--- src/sv/lag_row_mem.sv ---
// row memory with per-row valid bits, one read and one write port
module lag_row_mem #(
  parameter int DEPTH = 64,
  parameter int WIDTH = 64
) (
  input  logic                     clk,
  input  logic                     rst_n,
  input  logic                     rd_en,
  input  logic [$clog2(DEPTH)-1:0] rd_addr,
  output logic [WIDTH-1:0]         rd_data,
  input  logic                     wr_en,
  input  logic [$clog2(DEPTH)-1:0] wr_addr,
  input  logic [WIDTH-1:0]         wr_data
);

  logic [WIDTH-1:0] mem [DEPTH];
  logic [DEPTH-1:0] row_vld_r;
  logic [WIDTH-1:0] rd_data_r;
  logic             rd_vld_r;

  always_ff @(posedge clk) begin
    if (wr_en) begin
      mem[wr_addr] <= wr_data;
    end
    if (rd_en) begin
      rd_data_r <= mem[rd_addr];
    end
  end

  // rows never written since reset read as all dead
  always_ff @(posedge clk) begin
    if (!rst_n) begin
      row_vld_r <= '0;
      rd_vld_r  <= 1'b0;
    end else begin
      if (wr_en) begin
        row_vld_r[wr_addr] <= 1'b1;
      end
      if (rd_en) begin
        rd_vld_r <= row_vld_r[rd_addr];
      end
    end
  end

  assign rd_data = rd_vld_r ? rd_data_r : '0;

endmodule

--- config.mk ---
export PLATFORM = sky130hd
export DESIGN_NAME = lag_row_mem
export DESIGN_NICKNAME = d
export VERILOG_FILES = /design/src/sv/lag_row_mem.sv
export SDC_FILE = /design/constraint.sdc
export NUM_CORES = 2
export LEC_CHECK = 0
export BUFFER_PORTS_ARGS = -buffer_cell sky130_fd_sc_hd__clkbuf_2
export CAP_MARGIN = 0
export CORE_UTILIZATION = 35
export CTS_CLUSTER_DIAMETER = 120
export DETAILED_ROUTE_END_ITERATION = 12
export GPL_ROUTABILITY_DRIVEN = 0
export PLACE_DENSITY = 0.52
export SYNTH_ARGS = -nofsm -noshare
export SYNTH_HDL_FRONTEND = slang
export SYNTH_SLANG_ARGS = --single-unit
--- constraint.sdc ---
create_clock -name clk -period 7 [get_ports clk]
set_clock_uncertainty 0.2 [all_clocks]
set_input_delay 1.05 -clock clk [delete_from_list [all_inputs] [get_ports clk]]
set_output_delay 1.05 -clock clk [all_outputs]
set_load 0.005 [all_outputs]
# == Word-level counts from Yosys, hierarchy flattened ==
# Memory sizes are Yosys's and may differ from the RTL's. A register that Yosys moved wholly into a read port is not among the register bits.
# Index checks and enable logic that the tools add are counted.
# word_totals
register_bits,65
ram_bits,4096
out_inout_bits,64
word_cells,15
n_memories,1
# memory_table
name,depth,width,read_ports,rd_clocked_by_memory_dff,wr,line_no,rtl
mem,64,64,1,1,1,16,logic [WIDTH-1:0] mem [DEPTH];
# classes
n_lt_le_gt_ge,3
mux,7
bitwise,1
n_reduce_logical,1
# ops
operator,n
$mux W64,1
$or A64 B64 Y64,1
$lt A6 B7 Y1 const B,2
$bmux W1 S6,1
$demux W1 S6,1
$ge A6 B1 Y1 const B,1
$mux W1,4
$logic_and A1 B1 Y1,1

# == Depth between registers and ports, before layout ==
# logic_depth
depth_word,5
ltp_mapped,10

# == Least setup slack after synthesis ==
# No wires, ideal clock.
# synth_path
kind,input -> register
startpoint,input wr_en
endpoint,memory mem[40][0] (enable)
setup_ps,567
t_arrival_ps,5930
required_time_ps,6233
slack_ps,303
path_stages,3
n_path_buf,0
cell_sequence,nor2b_1 nand3_1 nor3_1
# synth_between
elab_chain_cells,2
# synth_lines
element,line_no,rtl
from (decl),11,"input logic wr_en,"
$mux W1,22,if (wr_en) begin
$mux W1 (not written as such),23,mem[wr_addr] <= wr_data;
to (decl),16,
# Every way passes these cells.

# == Final worst setup path ==
# layout_path
startpoint,register rd_vld_r
endpoint,output rd_data[44]
# layout_between
elab_chain_cells,1
# layout_lines
element,line_no,rtl
from (decl),19,logic rd_vld_r;
from (signal assigned),40,rd_vld_r <= row_vld_r[rd_addr];
$mux W64,45,assign rd_data = rd_vld_r ? rd_data_r : '0;
to (decl),10,"output logic [WIDTH-1:0] rd_data,"
# Every way passes these cells.

==> qor.csv <==
metric,value,unit
outcome,finished clean,
Post-Synth Simple-Gate Area,0.7488,%
RSZ-0062 raised after global routing,no,
Pins Over Slew Limit,0,
first-pass GRT wire length,646.4,mm
root buf cell,clkbuf_16,
prevailing post-synth register cell,edfxtp_1,
FP Rows,247,
highest metal layer with signal wires,met5,
Die Wd,677.2,µm
CTS Buf Count,435,
CTS tree,done,
startpoint types,flop,
mux contribution to synthesized area,18.25,%
worst vdd ir,209.2,µV
number of global-route vias before repair,75974,
crit-path leading delay family,flip-flops,
Vias/cell,5.611,
complex-gate fraction of the synthesized area,0.9888,%
largest net degree at the start of global routing,119,
initial antenna violation count,43,
CP endpoint kind,primary output,
Post-Synth XOR/XNOR Area,0,%
Avg WL per Cell,35.99,µm
Final Cycle Share,56.75,%
WL met1,189.2,mm
R2R setup slack,4.56,ns
number of max-cap violations,0,
WP data arrival,2.72,ns
# setup viols final,0,
"CTS clk-pin slew, worst paths",0.06,ns
area of the multi-input gates,32390,µm²
"worst slack, placed",2.131,ns
CORE AREA,453400,µm²
GRT Util Overall,20.34,%
Synth Area in Adders,0,%
cells after synthesis,6320,
critical path buffer and inverter count,1,
Design Power,53080,µW
buffers added on ports,143,
critical register-to-register path startpoint,mem[39][5]$_DFFE_PP_,
synthesized area,159600,µm²
I/O pins,144,
DP HPWL,244.1,mm
relative slew slack,11.73,%
largest family of logic cells by synthesized area,multiplexers,
CP Launch Point,rd_vld_r$_SDFFE_PN0P_,
TritonCTS Sinks,4225,
DRC Markers,0,
Crit-path slowest cell,dfxtp_4,
grt total ovfl,0,
WL final,473.4,mm
asr flop ratio synth,0,%
critical path class,reg -> out,
number of synthesized flops with an enable pin,4160,
crit-path max FO,65,
"Setup Fix Bufs, Post-CTS",0,
share of cells above drive strength 1,32.64,%
Total Nets Final,6880,
Initial Util,35.20,%
area occupied by registers,126200,µm²
clock buffer depth,4,
Fmax,0.2517,GHz
Synth Register Bits,4225,
P_leak,0.05614,µW
crit path cell chain,and2_1 -> clkbuf_2,
PwrDens,289.7,nW/µm²
Reg2Reg Depth,4,
area delta synth->final,14.85,%
routed wl met2,243.9,mm
H-tree levels,5,
crit path capture,rd_data[44],
Filler Cell Count,39088,
WP data required,5.75,ns
First-pass DRT Iterations,7,
sequential-to-total area share from yosys stat,79.10,%
WHS,0.2577,ns
Hold Crit Class,reg -> reg,
Sum Neg Setup Slack,0,ns
minimum clock period,3.973,ns
clk_lat worst skew,1.01,ns
CTS resizes,0,
die area,458600,µm²
Least-Margin Pin Slew,1.324,ns
vias,73815,
WL met3,28.85,mm
Yosys cell types,30,
syn avg cell area,25.25,µm²
total number of yosys warnings,0,
Fin. Hold Viols,0,
syn_nets,6400,
post-route ant nets,0,
Post-CTS Hold Fix Bufs,0,
starting DRC count in detailed routing,8536,
instance count on the critical path,2,
Die H,677.2,µm
post-route setup slack,3.027,ns
Worst R2R End,rd_data_r[5]$_DFFE_PP_,
crit-path max cell delay,0.97,ns
stage by stage:
step	cells	cell area [µm²]	utilization (%)
after floorplan	6320	159600	-
after global placement	12339	169400	37.37
after detailed placement	12339	169400	37.37
after CTS	13140	183200	40.41
after global routing	13149	183200	40.42
final	13156	183300	40.42
report_power, final:
group          switching [µW]  internal (µW)  leakage [µW]
Sequential                124          28000        0.0380
Combinational            1340            937        0.0114
Clock                    9870          12800       0.00673
worst min path at each step:
stage	depth (start not counted)	slack, ns	end	startpoint
after global placement	1	0.24	row_vld_r[16]$_SDFFE_PN0P_	row_vld_r[16]$_SDFFE_PN0P_
after detailed placement	1	0.25	row_vld_r[30]$_SDFFE_PN0P_	row_vld_r[30]$_SDFFE_PN0P_
after global routing	1	0.27	rd_data_r[25]$_DFFE_PP_	rd_en
after CTS	1	0.25	rd_data_r[25]$_DFFE_PP_	rd_en
final	1	0.26	row_vld_r[16]$_SDFFE_PN0P_	row_vld_r[16]$_SDFFE_PN0P_
after floorplan	1	0.23	row_vld_r[16]$_SDFFE_PN0P_	row_vld_r[16]$_SDFFE_PN0P_
synth_stat cells (4+ instances only):
cell type,number,share of area (%)
a2111oi_0,6,0.033
a22oi_1,131,0.62
and2_1,65,0.25
buf_1,37,0.087
buf_2,109,0.34
buf_4,4,0.019
clkbuf_1,188,0.44
dfxtp_1,65,0.82
edfxtp_1,4160,78
mux2_2,4,0.028
mux4_2,1290,18
nand2_1,72,0.17
nand2b_1,10,0.039
nand3_1,10,0.031
nor2_1,64,0.15
nor2b_1,16,0.063
nor3_1,4,0.013
o21a_1,64,0.30
area by class of cell:
| cell class | count | share of cell area, % |
|---|---|---|
| Antenna cell | 16 | 0.02185 |
| Clock buffer | 531 | 6.148 |
| Clock inverter | 270 | 1.386 |
| Multi-Input combinational cell | 1754 | 17.67 |
| Sequential cell | 4225 | 68.88 |
| Tap cell | 5976 | 4.080 |
| Timing Repair Buffer | 384 | 1.815 |
state kept, by name, indices dropped and copies added (netlist names):
name       cells
mem         4096
rd_vld_r       1
row_vld_r     64
rd_data_r     64
cell families after synthesis:
kind of cell           after synthesis
AO/OA/AOI/OAI                      210
buffers and inverters              341
flip-flops                        4225
multiplexers                      1296
AND/OR/NAND/NOR                    248
metal layers:
layer	GRT usage, %	vias to the layer above
met5	0	-
met4	4.522	32
met3	3.197	630
met2	35.44	2653
met1	26.90	41865
li1	-	28635
cell usage in the layout (no fill, tap or decap), types with 72 or more instances in the layout:
cell          n
clkbuf_2    138
clkbuf_1     95
a22oi_1     131
buf_4       181
nand2_1      72
clkinv_2     82
clkinv_1    115
mux4_2     1290
edfxtp_1   4160
clkbuf_16   436
No activity file was read; power rests on OpenSTA's default activity.
