$ cat src/sv/lag_pkg.sv
// shared types and constants for the life automaton grid
package lag_pkg;

  // command codes carried in the input beat
  typedef enum logic [1:0] {
    CMD_WRITE = 2'd0,
    CMD_STEP  = 2'd1,
    CMD_READ  = 2'd2
  } cmd_t;

  // configuration register indexes
  localparam logic [1:0] CFG_WIDTH_IDX  = 2'd0;
  localparam logic [1:0] CFG_HEIGHT_IDX = 2'd1;

  // B3/S23 neighbour counts
  localparam logic [3:0] BIRTH_COUNT   = 4'd3;
  localparam logic [3:0] SURVIVE_COUNT = 4'd2;

  typedef struct packed {
    logic [1:0] command;
    logic [5:0] col_x;
    logic [5:0] row_y;
    logic       cell_in;
  } in_item_t;

  typedef struct packed {
    logic cell_out;
    logic status;
  } out_item_t;

  typedef enum logic [1:0] {
    ST_IDLE,
    ST_CELL,
    ST_LOAD,
    ST_RUN
  } state_t;

endpackage

$ cat src/sv/lag_row_engine.sv
// next-generation row from a three-row window
module lag_row_engine import lag_pkg::*; #(
  parameter int WIDTH = 64
) (
  input  logic [WIDTH-1:0] prev_row,
  input  logic [WIDTH-1:0] cur_row,
  input  logic [WIDTH-1:0] next_row,
  input  logic [WIDTH-1:0] col_mask,
  output logic [WIDTH-1:0] new_row
);

  logic [WIDTH+1:0] prev_pad;
  logic [WIDTH+1:0] cur_pad;
  logic [WIDTH+1:0] next_pad;

  // cells beyond the used width count as dead
  assign prev_pad = {1'b0, prev_row & col_mask, 1'b0};
  assign cur_pad  = {1'b0, cur_row & col_mask, 1'b0};
  assign next_pad = {1'b0, next_row & col_mask, 1'b0};

  for (genvar i = 0; i < WIDTH; i++) begin : g_col
    logic [3:0] nbr;
    logic       alive;

    assign nbr = 4'(prev_pad[i]) + 4'(prev_pad[i+1]) + 4'(prev_pad[i+2])
               + 4'(cur_pad[i])                      + 4'(cur_pad[i+2])
               + 4'(next_pad[i]) + 4'(next_pad[i+1]) + 4'(next_pad[i+2]);

    assign alive = (nbr == BIRTH_COUNT) || (cur_row[i] && (nbr == SURVIVE_COUNT));

    // columns outside the used width keep their stored value
    assign new_row[i] = col_mask[i] ? alive : cur_row[i];
  end

endmodule

$ cat config.mk
export PLATFORM = sky130hd
export DESIGN_NAME = lag_row_engine
export DESIGN_NICKNAME = d
export VERILOG_FILES = /design/src/sv/lag_pkg.sv /design/src/sv/lag_row_engine.sv
export SDC_FILE = /design/constraint.sdc
export NUM_CORES = 1
export LEC_CHECK = 0
export BUFFER_PORTS_ARGS = -buffer_cell sky130_fd_sc_hd__clkbuf_2
export CORE_ASPECT_RATIO = 0.8
export CORE_MARGIN = 8
export CORE_UTILIZATION = 55
export DETAILED_ROUTE_END_ITERATION = 8
export PLACE_DENSITY = 0.83
export SYNTH_ARGS = -nofsm -noshare
export SYNTH_HDL_FRONTEND = slang
export SYNTH_SLANG_ARGS = --single-unit
$ cat constraint.sdc
create_clock -name vclk -period 7.6
set_input_delay 0.38 -clock vclk [all_inputs]
set_output_delay 0.38 -clock vclk [all_outputs]
set_load 0.02 [all_outputs]
; Word level (Yosys, flattened, before mapping)
; Cells that the tools add are included.
[classes]
order_cmp = 0
mux = 64
div = 0
n_eq_ne = 128
multipliers = 0
bitwise_logic = 3
n_addsub = 441
reduce_logical = 128
n_shift = 0
[op_table]
columns = cell, n
row1 = $add 4x1->4, 252
row2 = $eq 4x2->1 const B, 128
row3 = $add 3x1->4, 63
row4 = $and 64x64->64, 3
row5 = $add 2x1->3, 63
row6 = $add 1x1->2, 63
row7 = $logic_and 1x1->1, 64
row8 = $logic_or 1x1->1, 64
row9 = $mux 1, 64
[word_totals]
register_bits = 0
mem_count = 0
word_cells = 764
rom_bits = 0
out_inout_bits = 64
input_bits = 256
latchBits = 0
ramBits = 0

; Logic depth before layout (Yosys ltp)
; Gate-level depths: netlist of the first run.
[depth]
ltp_word = 12
ltp_mapped = 13
ltp_nobuf = 13

; Worst setup path before layout of the first run
; OpenSTA, ideal clock, no wires.
[synth_path]
path_type = input to output
startpoint = input port prev_row[6]
endpoint = output port new_row[6]
slack_ps = 3839
stages = 11
t_arrival_ps = 3381
path_buffers = 0
required_time_ps = 7220
cell_sequence = nand2_1 > xor2_1 > ha_1 > inv_1 > fa_1 > inv_1 > fa_1 > and3_2 > fa_1 > o21ai_0 > a222oi_1
[synth_between]
elab_chain_len = 12
word_cells_on_any_way = 13
classes_between = add/sub (7) / eq/ne (2) / mux (1) / bitwise (1) / reduce/logical (2)
[synth_lines]
columns = element, line_no
row1 = from (decl), lag_row_engine.sv:5  ; input logic [WIDTH-1:0] prev_row,
row2 = $and 64x64->64 (*), lag_row_engine.sv:17  ; assign prev_pad = {1'b0, prev_row & col_mask, 1'b0};
row3 = $add 1x1->2 (*), lag_row_engine.sv:25  ; assign nbr = 4'(prev_pad[i]) + 4'(prev_pad[i+1]) + 4'(prev_pad[i+2])
row4 = $add 2x1->3 (*), lag_row_engine.sv:25
row5 = $add 3x1->4 (*), lag_row_engine.sv:26  ; + 4'(cur_pad[i]) + 4'(cur_pad[i+2])
row6 = $add 4x1->4 (*), lag_row_engine.sv:26
row7 = $add 4x1->4 (*) (3 in a row), lag_row_engine.sv:27  ; + 4'(next_pad[i]) + 4'(next_pad[i+1]) + 4'(next_pad[i+2]);
row8 = $eq 4x2->1, lag_row_engine.sv:29  ; assign alive = (nbr == BIRTH_COUNT) || (cur_row[i] && (nbr == SURVIVE_COUNT));
row9 = $logic_and 1x1->1, lag_row_engine.sv:29
row10 = $logic_or 1x1->1 (*), lag_row_engine.sv:29
row11 = $mux 1 (*), lag_row_engine.sv:32  ; assign new_row[i] = col_mask[i] ? alive : cur_row[i];
row12 = to (decl), lag_row_engine.sv:9  ; output logic [WIDTH-1:0] new_row
; Every way passes the cells marked *; elsewhere a longest branch is shown, timed or not.

; Worst setup path after layout of the first run
[layout_path]
startpoint = input port col_mask[54]
endpoint = output port new_row[54]
[layout_between]
elab_chain_len = 12
word_cells_on_any_way = 14
classes_between = add/sub (7) / eq/ne (2) / mux (1) / bitwise (2) / reduce/logical (2)
[layout_lines]
columns = element, line_no
row1 = from (decl), lag_row_engine.sv:8  ; input logic [WIDTH-1:0] col_mask,
row2 = $and 64x64->64, lag_row_engine.sv:17
row3 = $add 1x1->2, lag_row_engine.sv:25
row4 = $add 2x1->3, lag_row_engine.sv:25
row5 = $add 3x1->4, lag_row_engine.sv:26
row6 = $add 4x1->4, lag_row_engine.sv:26
row7 = $add 4x1->4 (3 in a row), lag_row_engine.sv:27
row8 = $eq 4x2->1, lag_row_engine.sv:29
row9 = $logic_and 1x1->1, lag_row_engine.sv:29
row10 = $logic_or 1x1->1, lag_row_engine.sv:29
row11 = $mux 1 (*), lag_row_engine.sv:32
; Marks and branches as above.

==> flow_summary.ini, run 1 <==
[timing]
max_slew_margin_pct = 79.9
holdWs_ps = 1090
worst_slack_ps = 3580
fin_setup_tns_ps = 0
hold_violations = 0
tightest_slew_ps = 301
rsz0062_at_grt = false
slew_violations = 0
min_period_ps = 4020
setup_viol = 0
fmax_mhz = 249
post-route-period-util_pct = 52.8

[critical_path]
crit_path_frequent_cell = fa_1
max_stage_delay_ps = 520
cp-start-kind = input pin
path_cells = clkbuf_2, nand2_1, xor2_1, ha_1, inv_1, fa_1, inv_1, fa_1, and3_1, fa_1, o21ai_0, nand3_1, a21oi_1, clkbuf_2
worstSetupEndpointType = primary output
crit_path_max_fanout = 6
cp_top_family = adder cells
crit_type = in -> out
path_buf_inv = 4
required_ps = 7220
arrival_ps = 3640
critPathSlowestCell = fa_1

[routing]
wirelength_um = 30000
vias_per_cell = 5.39
drt_pass1_iterations = 5
routedWlPerCell_um = 14.7
drc = 0
num_vias = 11023
drt-initial-drc-count = 380
postRouteAntennaNets = 0

[power_and_ir_drop]
p_leak_nw = 8.06
p_comb_share_pct = 100.0
power_density_nw_per_um2 = 113
irDropWorstVdd_mv = 0.0741
p_int_mw = 0.670
p_seq_share_pct = 0
netSwitchingPower_mw = 0.899
sw_frac_of_total_pct = 57.3
clock_power_share_pct = 0

[min_path]
hold_end = new_row[63]
hold_start = col_mask[63]
hold_depth = 3
hp-class = in -> out

[clock_tree]
post_cts_buffers = 0
hold_buffers = 0
postCtsResizedCells = 0

[run]
max_cap_viol_count = 0

[die]
num_io_pins = 320
initial_utilization_pct = 55.7
chipHeight_um = 148
core.rowCount = 48
die-width_um = 181
core_region_area_sq_um = 21500
dieArea_sq_um = 26800

[global_route]
antenna_found_initial = 3
overflow = 0
grt_max_degree = 8
first_global_vias = 11682
track_usage_pct = 22.1
grt_first_pass_wirelength_um = 51700

[finish]
num-clock-buffers = 0
area_growth_pct = 16.3
design_area_sq_um = 13900
fillCellCount = 1866
drive_gt1_share_pct = 18.5
multi_input_area_sq_um = 11000
sequential_cell_total = 0
nets = 2411
regArea_sq_um = 0

[logic_synthesis]
ys_seq_area_share_pct = 0
synth-adder-area-share_pct = 52.0
synthSimpleGateAreaFrac_pct = 19.6
syn-cell-area_sq_um = 12000
synth.area.top_cells = fa_1 32%, ha_1 20%, inv_1 8.1%
synth_compound_area_share_pct = 12.0
synth_top_family_by_area = adder cells
synth.area.mux_share_pct = 0
synth.avg_cell_area_sq_um = 8.26
yosys_warnings = 0
synthCells = 1450
ys_top_cells_by_count = 257 x inv_1, 192 x fa_1, 191 x ha_1
yosysMostFrequentCell = inv_1
synth_top_area_share_pct = 32.1
yosys.area.top_type = fa_1
yosysUniqueCellTypes = 26
synth_nets = 2089
synthXorXnorAreaFrac_pct = 8.34

[place]
dp_slack_ps = 3550
hpwlAfterDp_um = 28200
place_area_sq_um = 13900
gp_congestion = 0.942
io_buffers = 320

[run_status]
status = finished, final reports clean
## power groups by stage
| stage | clock network [mW] | logic (mW) | registers (mW) |
|---|---|---|---|
| 5_1_grt | 0.0000000176 | 1.80 | 0 |
| 6_report | 0.0000000176 | 1.57 | 0 |
| 3_3_place_gp | 0 | 1.49 | 0 |
| 2_1_floorplan | 0 | 1.13 | 0 |
| 3_5_place_dp | 0 | 1.57 | 0 |
| 4_1_cts | 0 | 1.58 | 0 |
## routing by layer
layer  up-vias  wire (um)  track usage, %  share of wire (%)
met5         -         27               0              0.090
met4         4        753            5.32                2.5
met3        60       1780            4.05                5.9
met1      5206      12700            26.9                 42
met2       283      14800            40.0                 49
li1       5470          -               -                  -
## logic make-up (layout without fill, tap and decap cells)
kind of cell	after synthesis	count (layout)
buf+inv	258	578
other cells	0	1
simple gates	442	442
xor+xnor	114	114
compound gates	253	253
fa+ha+maj	383	383
## through the flow
step / power (mW) / utilization (%) / instances
2_1_floorplan: 1.13 / - / 1450
3_3_place_gp: 1.49 / 64.8 / 2045
3_5_place_dp: 1.57 / 64.8 / 2045
4_1_cts: 1.58 / 64.8 / 2045
5_1_grt: 1.80 / 64.8 / 2046
6_report: 1.57 / 64.8 / 2046
## how the worst max path moves through the flow
stage	slack, ps	endpoint	from	cells past startpoint
3_3_place_gp	3580	new_row[27]	col_mask[27]	14
2_1_floorplan	3840	new_row[6]	prev_row[6]	11
6_report	3580	new_row[54]	col_mask[54]	14
3_5_place_dp	3550	new_row[27]	col_mask[27]	14
4_1_cts	3550	new_row[27]	col_mask[27]	14
5_1_grt	3360	new_row[25]	col_mask[24]	14
## cell usage in the layout (no fill, tap or decap), types with 2 or more instances in the layout
cell type,netlist,routed
xnor2_1,55,55
nand3b_1,54,54
o21bai_1,59,59
and3_1,60,60
a21oi_1,127,127
clkbuf_2,0,320
o21ai_0,61,61
a221oi_1,2,2
nand2_1,133,133
ha_1,191,191
nand2b_1,4,4
nand3_1,111,111
inv_1,257,257
xor2_1,59,59
fa_1,192,192
and2_1,65,65
nor2_1,10,10
## layout make-up
class / count / area share (%)
diodes: 1 / 0.0180
inverters: 258 / 6.95
multi-input cells: 1192 / 79.1
well taps: 275 / 2.47
repair buffers: 320 / 11.5
No activity file was read; power rests on OpenSTA's default activity.
==> run 2, diff against run 1 <==
Clock period 7.6 ns to 4.1 ns, I/O delays scaled along.
==> flow_summary.ini, run 2 (synthesis gave the netlist of run 1 again) <==
[routing]
wirelength_um = 29800
drt_pass1_iterations = 6
drc = 0
drt-initial-drc-count = 476
vias_per_cell = 5.35
num_vias = 10951
postRouteAntennaNets = 0
routedWlPerCell_um = 14.5

[timing]
holdWs_ps = 739
tightest_slew_ps = 326
post-route-period-util_pct = 90.4
max_slew_margin_pct = 78.0
setup_viol = 0
fin_setup_tns_ps = 0
slew_violations = 0
min_period_ps = 3710
hold_violations = 0
rsz0062_at_grt = false
fmax_mhz = 270

[die]
num_io_pins = 320
die-width_um = 181
core_region_area_sq_um = 21500
dieArea_sq_um = 26800
initial_utilization_pct = 55.7
chipHeight_um = 148
core.rowCount = 48

[power_and_ir_drop]
irDropWorstVdd_mv = 0.123
p_comb_share_pct = 100.0
p_int_mw = 1.24
p_seq_share_pct = 0
p_total_mw = 2.90
clock_power_share_pct = 0
netSwitchingPower_mw = 1.66
p_leak_nw = 8.06
power_density_nw_per_um2 = 208
sw_frac_of_total_pct = 57.2

[clock_tree]
post_cts_buffers = 0
hold_buffers = 0
postCtsResizedCells = 0

[finish]
regArea_sq_um = 0
fillCellCount = 1853
layout_commonest_cell = clkbuf_2
sequential_cell_total = 0
drive_gt1_share_pct = 18.5
layout_common_cells = 320 x clkbuf_2, 257 x inv_1, 192 x fa_1
multi_input_area_sq_um = 11000
num-clock-buffers = 0
nets = 2411
area_growth_pct = 16.3

[critical_path]
arrival_ps = 3500
crit_path_frequent_cell = fa_1
cp-start-kind = input pin
critPathSlowestCell = fa_1
worstSetupEndpointType = primary output
max_stage_delay_ps = 500
required_ps = 3890
crit_type = in -> out
path_cells = clkbuf_2, nand2_1, xor2_1, ha_1, inv_1, fa_1, inv_1, fa_1, and3_1, fa_1, o21ai_0, nand3_1, a21oi_1, clkbuf_2
crit_path_max_fanout = 6

[global_route]
busiest_layer = met2
grt_use_met2_pct = 39.3
grt_max_degree = 8
antenna_found_initial = 3
first_global_vias = 11506
overflow = 0
track_usage_pct = 21.9
grt_first_pass_wirelength_um = 51000
use_met1_pct = 26.9
grtUsageMet3_pct = 3.95

[run]
max_cap_viol_count = 0

[run_status]
status = finished, final reports clean

[min_path]
hp-class = in -> out

[place]
gp_congestion = 0.916
hpwlAfterDp_um = 27900
io_buffers = 320
==> run 2: worst paths after layout <==
check                         from     endpoint  slack [ps]  cells after the start
worst max-delay path  col_mask[31]  new_row[31]         390                     14
worst min-delay path  col_mask[63]  new_row[63]         740                      3
==> run 2: power groups by stage <==
stage,registers [mW],logic (mW),clock network (mW)
2_1_floorplan,0,2.10,0
5_1_grt,0,3.33,0.0000000327
3_3_place_gp,0,2.77,0
6_report,0,2.90,0.0000000328
3_5_place_dp,0,2.90,0
4_1_cts,0,2.93,0
==> run 2: per-layer routing <==
| layer | up-vias | share of wire, % |
|---|---|---|
| met5 | - | 0.091 |
| met4 | 4 | 2.2 |
| met3 | 54 | 6.2 |
| met2 | 305 | 49 |
| met1 | 5115 | 42 |
| li1 | 5473 | - |
==> run 2: area by class of cell <==
type,instances,share of cell area (%)
diodes,1,0.0180
inverters,258,6.95
well taps,275,2.47
multi-input cells,1192,79.1
repair buffers,320,11.5
==> run 2: worst max-delay path: cells and delay by family <==
kind	cells	cell delay, ps
adders and majority gates	4	1650
AOI/OAI and AO/OA	2	470
and+or+nand+nor	3	510
buffers and inverters	4	460
xor gates and xnor gates	1	200
==> run 2: metrics by stage <==
stage / util (%) / worst slack (ps) / instance area (sq um) / cells
2_1_floorplan: - / 689 / 12000 / 1450
3_3_place_gp: 64.8 / 482 / 13900 / 2045
3_5_place_dp: 64.8 / 423 / 13900 / 2045
4_1_cts: 64.8 / 428 / 13900 / 2045
5_1_grt: 64.8 / 229 / 13900 / 2046
6_report: 64.8 / 395 / 13900 / 2046
==> run 3, diff against run 2 <==
Settings changed: PLACE_DENSITY 0.83 to 0.88.
==> flow_summary.ini, run 3 (synthesis gave the netlist of run 1 again) <==
[global_route]
grt_max_degree = 8
grtUsageMet3_pct = 3.68
grt_first_pass_wirelength_um = 52700
overflow = 0
track_usage_pct = 22.5
grt_use_met2_pct = 41.5
antenna_found_initial = 4
use_met1_pct = 26.8
first_global_vias = 11961
busiest_layer = met2

[power_and_ir_drop]
power_density_nw_per_um2 = 211
p_seq_share_pct = 0
p_total_mw = 2.93
netSwitchingPower_mw = 1.69
p_comb_share_pct = 100.0
sw_frac_of_total_pct = 57.5
irDropWorstVdd_mv = 0.122
p_leak_nw = 8.06
p_int_mw = 1.25
clock_power_share_pct = 0

[finish]
num-clock-buffers = 0
nets = 2411
fillCellCount = 1779
antenna_cells = 0
layout_common_cells = 320 x clkbuf_2, 257 x inv_1, 192 x fa_1
regArea_sq_um = 0
drive_gt1_share_pct = 18.5
area_growth_pct = 16.2
layout_commonest_cell = clkbuf_2
sequential_cell_total = 0
utilization_pct = 64.8

[timing]
min_period_ps = 3770
holdWs_ps = 743
hold_violations = 0
max_slew_margin_pct = 80.1
fmax_mhz = 265
setup_viol = 0
post-route-period-util_pct = 92.0
worst_slack_ps = 327
tightest_slew_ps = 299
rsz0062_at_grt = false
slew_violations = 0
fin_setup_tns_ps = 0

[critical_path]
crit_type = in -> out
required_ps = 3890
arrival_ps = 3570
cp-start-kind = input pin
worstSetupEndpointType = primary output
crit_path_max_fanout = 6

[clock_tree]
post_cts_buffers = 0
postCtsResizedCells = 0
hold_buffers = 0

[routing]
num_vias = 11098
drt-initial-drc-count = 416
wirelength_um = 30600
routedWlPerCell_um = 15.0
vias_per_cell = 5.43
postRouteAntennaNets = 0
drc = 0
drt_pass1_iterations = 5

[place]
gp_congestion = 0.896
io_buffers = 320
dp_slack_ps = 348
hpwlAfterDp_um = 28600

[die]
num_io_pins = 320
initial_utilization_pct = 55.7
die-width_um = 181
core.rowCount = 48
core_region_area_sq_um = 21500
dieArea_sq_um = 26800
chipHeight_um = 148

[run_status]
status = finished, final reports clean

[min_path]
hp-class = in -> out

[run]
max_cap_viol_count = 0
## run 3: changes by cell type in the layout (fill, tap and decap cells not counted), sizes merged
cell   before  now
diode       1    0
## run 3: worst max-delay path, stage by stage
cell and delay (ps):
clkbuf_2 130, nand2_1 190, xor2_1 220, ha_1 280, inv_1 50, fa_1 500
inv_1 70, fa_1 510, and3_1 230, fa_1 390, o21ai_0 180, nand3_1 100
a21oi_1 290, clkbuf_2 230
## run 3: power by group through the flow
stage                     Clock, mW  Combinational (mW)  Sequential [mW]
after global placement            0                2.77                0
after global routing              0                3.35                0
final                             0                2.93                0
after floorplan                   0                2.10                0
after CTS                         0                2.95                0
after detailed placement          0                2.93                0
## run 3: routing by layer
layer	vias up	routed length, um
li1	5460	-
met1	5282	12700
met2	281	15400
met3	67	1610
met4	8	873
met5	-	46
## run 3: layout make-up
type | count | area, sq um | area share, %
Timing Repair Buffer | 320 | 1600 | 11.5
Tap cell | 275 | 344 | 2.47
Multi-Input combinational cell | 1192 | 11000 | 79.1
Inverter | 258 | 968 | 6.95
## run 3: worst paths after layout
path	from	endpoint	slack, ps	cells past startpoint
setup / recovery	col_mask[24]	new_row[25]	330	14
hold / removal	col_mask[63]	new_row[63]	740	3
## run 3: through the flow
step | instances | area (sq um)
global placement | 2045 | 13900
floorplan | 1450 | 12000
CTS | 2045 | 13900
detailed placement | 2045 | 13900
finish | 2045 | 13900
global route | 2045 | 13900
